--- src/esbt_pkg.sv ---
`default_nettype none

package esbt_pkg;

    // widths of the timing fields
    localparam int unsigned TimeW  = 12;
    localparam int unsigned AddrW  = 8;
    localparam int unsigned PhaseW = 4;

    typedef logic [PhaseW-1:0] t_phase;
    typedef logic [TimeW-1:0]  t_ticks;

    // sequence phases
    localparam t_phase PhIdle      = 4'd0;
    localparam t_phase PhFirstLow  = 4'd1;
    localparam t_phase PhDetHigh   = 4'd2;
    localparam t_phase PhDetLow    = 4'd3;
    localparam t_phase PhWindow    = 4'd4;
    localparam t_phase PhStartA    = 4'd5;
    localparam t_phase PhBitLowA   = 4'd6;
    localparam t_phase PhBitHighA  = 4'd7;
    localparam t_phase PhEosA      = 4'd8;
    localparam t_phase PhStartD    = 4'd9;
    localparam t_phase PhBitLowD   = 4'd10;
    localparam t_phase PhBitHighD  = 4'd11;
    localparam t_phase PhEosD      = 4'd12;

    // input item kinds
    localparam logic [1:0] KindTick    = 2'd0;
    localparam logic [1:0] KindUpdate  = 2'd1;
    localparam logic [1:0] KindSuspend = 2'd2;
    localparam logic [1:0] KindResume  = 2'd3;

    // register indexes
    localparam logic [2:0] RegShortTime    = 3'd0;
    localparam logic [2:0] RegLongTime     = 3'd1;
    localparam logic [2:0] RegStartEosTime = 3'd2;
    localparam logic [2:0] RegDetectDelay  = 3'd3;
    localparam logic [2:0] RegDetectTime   = 3'd4;
    localparam logic [2:0] RegDetectWindow = 3'd5;
    localparam logic [2:0] RegDeviceAddr   = 3'd6;
    localparam logic [2:0] RegFirstLowTime = 3'd7;

    // register reset values
    localparam t_ticks           ShortTimeRst    = 12'd15;
    localparam t_ticks           LongTimeRst     = 12'd50;
    localparam t_ticks           StartEosTimeRst = 12'd10;
    localparam t_ticks           DetectDelayRst  = 12'd120;
    localparam t_ticks           DetectTimeRst   = 12'd300;
    localparam t_ticks           DetectWindowRst = 12'd1000;
    localparam logic [AddrW-1:0] DeviceAddrRst   = 8'h72;
    localparam t_ticks           FirstLowTimeRst = 12'd4000;

    // brightness ceiling of the data byte
    localparam logic [7:0] BrightMax = 8'd31;

    // a programmed duration of zero counts as one tick
    function automatic t_ticks dur(input t_ticks v);
        dur = (v == '0) ? t_ticks'(1) : v;
    endfunction

endpackage

`default_nettype wire

--- src/easyscale_backlight_transmitter.sv ---
`default_nettype none

// the result of each accepted input transaction is registered and appears on the master side in the next cycle
// throughput: one input transaction per cycle while the result side takes results; the whole step is one decrement and
// compare of the phase counter plus the phase selection, between input and result register
// the output register frees in the same cycle it is taken, so back pressure costs nothing extra
// reset: synchronous, active low; registers return to their defaults, pin high, idle

module easyscale_backlight_transmitter (
    input  wire logic        i_clk,
    input  wire logic        i_rst_n,
    // input stream
    input  wire logic        s_axis_tvalid,
    output logic             s_axis_tready,
    input  wire logic [15:0] s_axis_tdata,   // [7:0] brightness, [8] display_on, rest zero
    input  wire logic [1:0]  s_axis_tuser,   // [1:0] kind
    // result stream
    output logic             m_axis_tvalid,
    input  wire logic        m_axis_tready,
    output logic [7:0]       m_axis_tdata,   // [0] pin_level, [1] busy_res, [2] frame_done
    // configuration writes
    input  wire logic        i_cfg_valid,
    output logic             o_cfg_ready,
    input  wire logic [2:0]  i_cfg_index,
    input  wire logic [11:0] i_cfg_data
);

    // configuration registers
    esbt_pkg::t_ticks r_short_time, r_long_time, r_start_eos_time, r_detect_delay;
    esbt_pkg::t_ticks r_detect_time, r_detect_window, r_first_low_time;
    logic [esbt_pkg::AddrW-1:0] r_device_addr;

    // sequencer state
    esbt_pkg::t_phase r_phase, n_phase;
    esbt_pkg::t_ticks r_time_left, n_time_left;
    logic [2:0]       r_bit_index, n_bit_index;
    logic [7:0]       r_shift_byte, n_shift_byte;
    logic [4:0]       r_data_byte, n_data_byte;
    logic             r_mode_entered, n_mode_entered;
    logic             r_suspended, n_suspended;
    logic             r_first_update, n_first_update;
    logic             r_pin, n_pin;
    logic             n_done;

    // result register
    logic             r_out_valid;
    logic [2:0]       r_out;

    logic             in_fire;
    logic [1:0]       in_kind;
    logic [7:0]       in_bright;
    logic             in_on;

    assign in_kind       = s_axis_tuser;
    assign in_bright     = s_axis_tdata[7:0];
    assign in_on         = s_axis_tdata[8];
    assign s_axis_tready = !r_out_valid || m_axis_tready;
    assign in_fire       = s_axis_tvalid && s_axis_tready;
    assign o_cfg_ready   = 1'b1;

    assign m_axis_tvalid = r_out_valid;
    assign m_axis_tdata  = {5'd0, r_out};

    // configuration write port
    always_ff @(posedge i_clk) begin
        if (!i_rst_n) begin
            r_short_time     <= esbt_pkg::ShortTimeRst;
            r_long_time      <= esbt_pkg::LongTimeRst;
            r_start_eos_time <= esbt_pkg::StartEosTimeRst;
            r_detect_delay   <= esbt_pkg::DetectDelayRst;
            r_detect_time    <= esbt_pkg::DetectTimeRst;
            r_detect_window  <= esbt_pkg::DetectWindowRst;
            r_device_addr    <= esbt_pkg::DeviceAddrRst;
            r_first_low_time <= esbt_pkg::FirstLowTimeRst;
        end else if (i_cfg_valid && o_cfg_ready) begin
            unique case (i_cfg_index)
                esbt_pkg::RegShortTime:    r_short_time     <= i_cfg_data;
                esbt_pkg::RegLongTime:     r_long_time      <= i_cfg_data;
                esbt_pkg::RegStartEosTime: r_start_eos_time <= i_cfg_data;
                esbt_pkg::RegDetectDelay:  r_detect_delay   <= i_cfg_data;
                esbt_pkg::RegDetectTime:   r_detect_time    <= i_cfg_data;
                esbt_pkg::RegDetectWindow: r_detect_window  <= i_cfg_data;
                esbt_pkg::RegDeviceAddr:   r_device_addr    <= i_cfg_data[esbt_pkg::AddrW-1:0];
                esbt_pkg::RegFirstLowTime: r_first_low_time <= i_cfg_data;
                default: ;
            endcase
        end
    end

    // next state for one input transaction
    always_comb begin
        logic             busy;
        logic             second;
        logic             bit_val;
        logic [2:0]       idx;
        esbt_pkg::t_ticks dec;
        logic [7:0]       b;

        n_phase        = r_phase;
        n_time_left    = r_time_left;
        n_bit_index    = r_bit_index;
        n_shift_byte   = r_shift_byte;
        n_data_byte    = r_data_byte;
        n_mode_entered = r_mode_entered;
        n_suspended    = r_suspended;
        n_first_update = r_first_update;
        n_pin          = r_pin;
        n_done         = 1'b0;

        busy    = (r_phase >= esbt_pkg::PhFirstLow) && (r_phase <= esbt_pkg::PhEosD);
        second  = (r_phase >= esbt_pkg::PhStartD);
        dec     = r_time_left - esbt_pkg::t_ticks'(1);
        idx     = (r_phase == esbt_pkg::PhBitHighA || r_phase == esbt_pkg::PhBitHighD)
                  ? r_bit_index - 3'd1 : r_bit_index;
        bit_val = r_shift_byte[idx];
        b       = in_on ? in_bright : 8'd0;
        if (b > esbt_pkg::BrightMax) begin
            b = esbt_pkg::BrightMax;
        end

        // unused phase codes fall back to idle
        if (!busy) begin
            n_phase     = esbt_pkg::PhIdle;
            n_time_left = '0;
        end

        if (in_kind == esbt_pkg::KindTick) begin
            if (busy) begin
                n_time_left = dec;
                if (dec == '0) begin
                    // phase ends: step the sequence
                    unique case (r_phase)
                        esbt_pkg::PhFirstLow: begin
                            n_pin = 1'b1;
                            if (!r_mode_entered) begin
                                n_phase     = esbt_pkg::PhDetHigh;
                                n_time_left = esbt_pkg::dur(r_detect_delay);
                            end else begin
                                n_phase     = esbt_pkg::PhWindow;
                                n_time_left = esbt_pkg::dur(r_detect_window);
                            end
                        end
                        esbt_pkg::PhDetHigh: begin
                            n_phase     = esbt_pkg::PhDetLow;
                            n_pin       = 1'b0;
                            n_time_left = esbt_pkg::dur(r_detect_time);
                        end
                        esbt_pkg::PhDetLow: begin
                            n_mode_entered = 1'b1;
                            n_phase        = esbt_pkg::PhWindow;
                            n_pin          = 1'b1;
                            n_time_left    = esbt_pkg::dur(r_detect_window);
                        end
                        esbt_pkg::PhWindow: begin
                            n_shift_byte = r_device_addr;
                            n_bit_index  = 3'd7;
                            n_phase      = esbt_pkg::PhStartA;
                            n_pin        = 1'b1;
                            n_time_left  = esbt_pkg::dur(r_start_eos_time);
                        end
                        esbt_pkg::PhStartA, esbt_pkg::PhStartD: begin
                            n_phase     = second ? esbt_pkg::PhBitLowD : esbt_pkg::PhBitLowA;
                            n_pin       = 1'b0;
                            n_time_left = esbt_pkg::dur(bit_val ? r_short_time : r_long_time);
                        end
                        esbt_pkg::PhBitLowA, esbt_pkg::PhBitLowD: begin
                            n_phase     = second ? esbt_pkg::PhBitHighD : esbt_pkg::PhBitHighA;
                            n_pin       = 1'b1;
                            n_time_left = esbt_pkg::dur(bit_val ? r_long_time : r_short_time);
                        end
                        esbt_pkg::PhBitHighA, esbt_pkg::PhBitHighD: begin
                            n_pin = 1'b0;
                            if (r_bit_index == 3'd0) begin
                                n_phase     = second ? esbt_pkg::PhEosD : esbt_pkg::PhEosA;
                                n_time_left = esbt_pkg::dur(r_start_eos_time);
                            end else begin
                                n_bit_index = idx;
                                n_phase     = second ? esbt_pkg::PhBitLowD
                                                     : esbt_pkg::PhBitLowA;
                                n_time_left = esbt_pkg::dur(bit_val ? r_short_time
                                                                    : r_long_time);
                            end
                        end
                        esbt_pkg::PhEosA: begin
                            n_shift_byte = {3'd0, r_data_byte};
                            n_bit_index  = 3'd7;
                            n_phase      = esbt_pkg::PhStartD;
                            n_pin        = 1'b1;
                            n_time_left  = esbt_pkg::dur(r_start_eos_time);
                        end
                        esbt_pkg::PhEosD: begin
                            n_phase     = esbt_pkg::PhIdle;
                            n_time_left = '0;
                            n_bit_index = 3'd7;
                            n_pin       = 1'b1;
                            n_done      = 1'b1;
                        end
                        default: begin
                            n_phase     = esbt_pkg::PhIdle;
                            n_time_left = '0;
                        end
                    endcase
                end
            end
        end else if (!busy) begin
            unique case (in_kind)
                esbt_pkg::KindUpdate: begin
                    if (!r_suspended) begin
                        n_data_byte = b[4:0];
                        if (r_first_update) begin
                            n_first_update = 1'b0;
                            n_phase        = esbt_pkg::PhFirstLow;
                            n_pin          = 1'b0;
                            n_time_left    = esbt_pkg::dur(r_first_low_time);
                        end else if (!r_mode_entered) begin
                            n_phase     = esbt_pkg::PhDetHigh;
                            n_pin       = 1'b1;
                            n_time_left = esbt_pkg::dur(r_detect_delay);
                        end else begin
                            n_phase     = esbt_pkg::PhWindow;
                            n_pin       = 1'b1;
                            n_time_left = esbt_pkg::dur(r_detect_window);
                        end
                    end
                end
                esbt_pkg::KindSuspend: begin
                    n_pin       = 1'b0;
                    n_suspended = 1'b1;
                end
                esbt_pkg::KindResume: begin
                    n_mode_entered = 1'b0;
                    n_first_update = 1'b0;
                    n_suspended    = 1'b0;
                end
                default: ;
            endcase
        end
    end

    // sequencer state registers
    always_ff @(posedge i_clk) begin
        if (!i_rst_n) begin
            r_phase        <= esbt_pkg::PhIdle;
            r_time_left    <= '0;
            r_bit_index    <= 3'd7;
            r_shift_byte   <= '0;
            r_data_byte    <= '0;
            r_mode_entered <= 1'b0;
            r_suspended    <= 1'b0;
            r_first_update <= 1'b1;
            r_pin          <= 1'b1;
        end else if (in_fire) begin
            r_phase        <= n_phase;
            r_time_left    <= n_time_left;
            r_bit_index    <= n_bit_index;
            r_shift_byte   <= n_shift_byte;
            r_data_byte    <= n_data_byte;
            r_mode_entered <= n_mode_entered;
            r_suspended    <= n_suspended;
            r_first_update <= n_first_update;
            r_pin          <= n_pin;
        end
    end

    // result register, refilled in the cycle it is taken
    always_ff @(posedge i_clk) begin
        if (!i_rst_n) begin
            r_out_valid <= 1'b0;
        end else if (in_fire) begin
            r_out_valid <= 1'b1;
        end else if (m_axis_tready) begin
            r_out_valid <= 1'b0;
        end
    end

    always_ff @(posedge i_clk) begin
        if (in_fire) begin
            r_out <= {n_done, (n_phase != esbt_pkg::PhIdle), n_pin};
        end
    end

endmodule

`default_nettype wire

--- config.mk ---
export PLATFORM = sky130hd
export DESIGN_NAME = easyscale_backlight_transmitter
export DESIGN_NICKNAME = d
export VERILOG_FILES = /design/src/esbt_pkg.sv /design/src/easyscale_backlight_transmitter.sv
export SDC_FILE = /design/constraint.sdc
export NUM_CORES = 1
export LEC_CHECK = 0
export BUFFER_PORTS_ARGS = -buffer_cell sky130_fd_sc_hd__buf_2
export CORE_MARGIN = 4
export CORE_UTILIZATION = 50
export DETAILED_ROUTE_END_ITERATION = 8
export PLACE_DENSITY = 0.69
export RECOVER_POWER = 25
export SLEW_MARGIN = 20
export SYNTH_ARGS = -nofsm -noshare
export SYNTH_HDL_FRONTEND = slang
export SYNTH_SLANG_ARGS = --single-unit
export TNS_END_PERCENT = 20
--- constraint.sdc ---
create_clock -name i_clk -period 3.1 [get_ports i_clk]
set_clock_uncertainty 0.15 [all_clocks]
set_input_delay 0 -clock i_clk [delete_from_list [all_inputs] [get_ports i_clk]]
set_output_delay 0 -clock i_clk [all_outputs]
set_load 0.03 [all_outputs]
==> metrics.md <==
| Metric | Value |
|---|---|
| Status | `finished with violations` |
| Failing checks | `capacitance limit, slew limit` |
| CP cell instances | `inv_1 > ha_2 > o21bai_1 > a311oi_2 > a21oi_1 > a2111oi_4 > buf_12 > mux2i_1 > o22ai_1 > or4_1` |
| Pwr Density | `539 nW/µm²` |
| Initial antenna violation count | `0` |
| Number of DRC markers in iteration 0 | `986` |
| Detail Route Antenna Nets | `0` |
| CTS max path bufs | `2` |
| Share of cells above drive strength 1 | `12.8%` |
| Placed instance area | `7620 µm²` |
| Setup Fix Bufs, Post-CTS | `0` |
| Top post-synthesis cells by area | `dfxtp_1 36%, nand2_1 13%, a21oi_1 6.6%, nand3_1 4.2%, o21ai_0 3.7%` |
| Yosys top cell area share | `35.7%` |
| Worst Hold Launch | `i_rst_n` |
| Worst path bufs/invs | `2` |
| Pre-CTS WS | `-0.0113 ns` |
| WHS Endpoint | `r_first_update` |
| Vias | `7,541` |
| Fmax | `0.334 GHz` |
| Rows | `43` |
| Worst hold path cell count | `3` |
| Yosys warning count | `0` |
| CP max stage delay | `0.52 ns` |
| Final WS setup | `0.103 ns` |
| VDD IR-drop max | `0.000402 V` |
| CP max stage cell | `or4_1` |
| First-pass GRT wire length | `37,000 µm` |
| Worst skew pair latency | `0.44 ns` |
| Syn Inst Count | `985` |
| Synth-to-Final Area Change | `17.8%` |
| Max-cap viol count | `1` |
| Routed WL | `23,500 µm` |
| CTS tree | `yes` |
| Htree depth | `4` |
| Slew at the pin closest to its max-slew limit | `1.97 ns` |
| Die Area | `16,500 µm²` |
| Placed insts | `1,164` |
| GRT Util Overall | `28.6%` |
| Mapped cell area | `7240 µm²` |
| Routability Congestion | `0.965` |
| Core box area | `14,000 µm²` |
| Clk slew on worst S/H paths | `0.06 ns` |
| Num ports | `49` |
| Crit path DAT | `3.02 ns` |
| Buffers added on ports | `35` |
| Mean Syn Cell Area | `7.35 µm²` |
| Biggest area consumer among synthesized cells | `dfxtp_1` |
| Vias per cell | `6.16` |
| Vias in the first global route | `6,789` |
| Largest net degree at the start of global routing | `59` |
| Hold WS | `0.0136 ns` |
| Slew Limit Headroom | `-31.7%` |
| Final min period | `3.00 ns` |
| Static Leak | `3.25 nW` |
| Fin cells | `1,224` |
| Ant diodes | `0` |
| Worst EP required | `3.12 ns` |
| Setup TNS | `0 ns` |
| Root Driver | `clkbuf_16` |
| Reg-to-Reg End | `r_out[1]` |
| CP Class | `register to register` |
| CP max FO | `19` |
| Nets@finish | `1,078` |
| Final Util | `60.7%` |
| RSZ-0062 raised after global routing | `true` |
| # clock sinks | `132` |
| Hpwl dp | `16,000 µm` |
| DRT Pass-1 Iters | `5` |
| Number of synthesized flops with an enable pin | `3` |
| Crit. End Element | `register` |
| Startpoint types | `register` |
| Die W | `128 µm` |
| Reg2Reg Setup Slack | `0.10 ns` |
| Setup-failing EPs final | `0` |
| Final hold vios | `0` |
| Fin area | `8530 µm²` |
| Synth unique cells | `59` |
| Worst Hold Class | `primary input to register` |
| Gr ovfl total | `0` |
| Fin crit share | `96.7%` |
| Number of CTS-inserted buffers | `17` |
| Kind of cell adding the most delay to the critical path | `compound AO/OA/AOI/OAI gates` |
| Register area share after synthesis | `36.9%` |
| Dominant synthesized flop cell | `dfxtp_1` |
| Total power draw | `4.59 mW` |
| R2R depth | `10` |
| Die Y | `128 µm` |
| Async set-or-reset flop fraction in the synthesized netlist | `0%` |
| Slew Viols, Final | `54` |
| WL/cell | `19.2 µm` |
| Yosys reg bits | `132` |
| Starting Density | `51.6%` |
| Final routed DRC violation total | `0` |
registers in the layout, indices dropped and copies added (netlist names), named ones only:
name / count
r_detect_delay: 12
r_long_time: 12
r_detect_window: 12
r_pin: 1
r_shift_byte: 8
r_mode_entered: 1
r_bit_index: 3
r_short_time: 12
r_suspended: 1
r_device_addr: 8
r_detect_time: 12
r_data_byte: 5
r_first_low_time: 12
m_axis_tvalid: 1
r_first_update: 1
r_phase: 4
r_out: 3
r_start_eos_time: 12
layer usage:
layer	vias to the layer above	track usage (%)	wire length, µm
li1	3590	-	-
met1	3507	38.8	9910
met2	389	44.6	10800
met3	55	5.35	2060
met4	0	12.2	697
met5	-	0	0
layout make-up:
type	count	area, µm²
Timing Repair Buffer	103	761
Sequential cell	132	2670
Clock buffer	18	439
Fill cell	1289	5520
Multi-Input combinational cell	766	4220
Inverter	11	41.3
Tap cell	180	225
Clock inverter	14	166
power by group:
part	switching (mW)	total (mW)	internal [mW]
Clock	0.848	2.08	1.23
Sequential	0.0644	1.83	1.76
Combinational	0.420	0.686	0.266
synth_stat cells, drive strengths merged (6+ instances only):
| cell | number |
|---|---|
| a22oi | 10 |
| ha | 9 |
| nor2b | 6 |
| nand3 | 61 |
| nor2 | 44 |
| a21oi | 95 |
| a211oi | 7 |
| xnor2 | 7 |
| mux2i | 11 |
| nor4 | 22 |
| o22ai | 6 |
| nand2 | 250 |
| a22o | 12 |
| o21ai | 56 |
| or3 | 6 |
| a31oi | 17 |
| nor3 | 20 |
| o221ai | 6 |
| inv | 11 |
| and3 | 11 |
| clkbuf | 60 |
| dfxtp | 129 |
| buf | 20 |
| nand2b | 13 |
| a311oi | 10 |
| mux2 | 16 |
cell families (layout without fill, tap and decap cells):
kind of cell / after synthesis / in the layout / share of synthesized area, %
and+or+nand+nor: 448 / 448 / 27.5
AOI/OAI and AO/OA: 264 / 264 / 23.1
DFF: 132 / 132 / 36.9
buffers and inverters: 91 / 146 / 5.36
muxes: 27 / 27 / 4.01
xor gates and xnor gates: 12 / 12 / 1.45
adders and majority gates: 9 / 9 / 1.56
other: 2 / 6 / 0.104
worst max path at each step:
stage / startpoint / to / slack [ns] / depth (start not counted)
2_1_floorplan: register / r_out[1] / 0.003 / 10
3_3_place_gp: register / r_out[1] / 0.09 / 9
3_5_place_dp: register / r_out[1] / -0.01 / 11
4_1_cts: register / r_out[1] / 0.06 / 11
5_1_grt: register / r_out[1] / -0.09 / 9
6_report: register / r_out[1] / 0.10 / 10
layout by cell type (no fill, tap or decap), types with 22 or more instances in the layout:
cell type      count
nor2_1            44
nand3_1           60
o21ai_0           53
buf_2             29
dfxtp_1          129
buf_4             39
nor4_1            22
nand2_1          250
a21oi_1           95
dlygate4sd3_1     28
tightest hold or removal path: cells and delay by family:
family / cells / cell delay [ns]
simple gates: 1 / 0.13
buf+inv: 2 / 0.42
what timing repair did:
action	4_1_cts	5_1_grt
pin swaps	0	0
setup endpoints to repair	1	14
gates resized for setup	1	5
cloned	0	0
hold buffers	28	0
hold endpoints to repair	103	0
(Power assumes the default switching activity.)
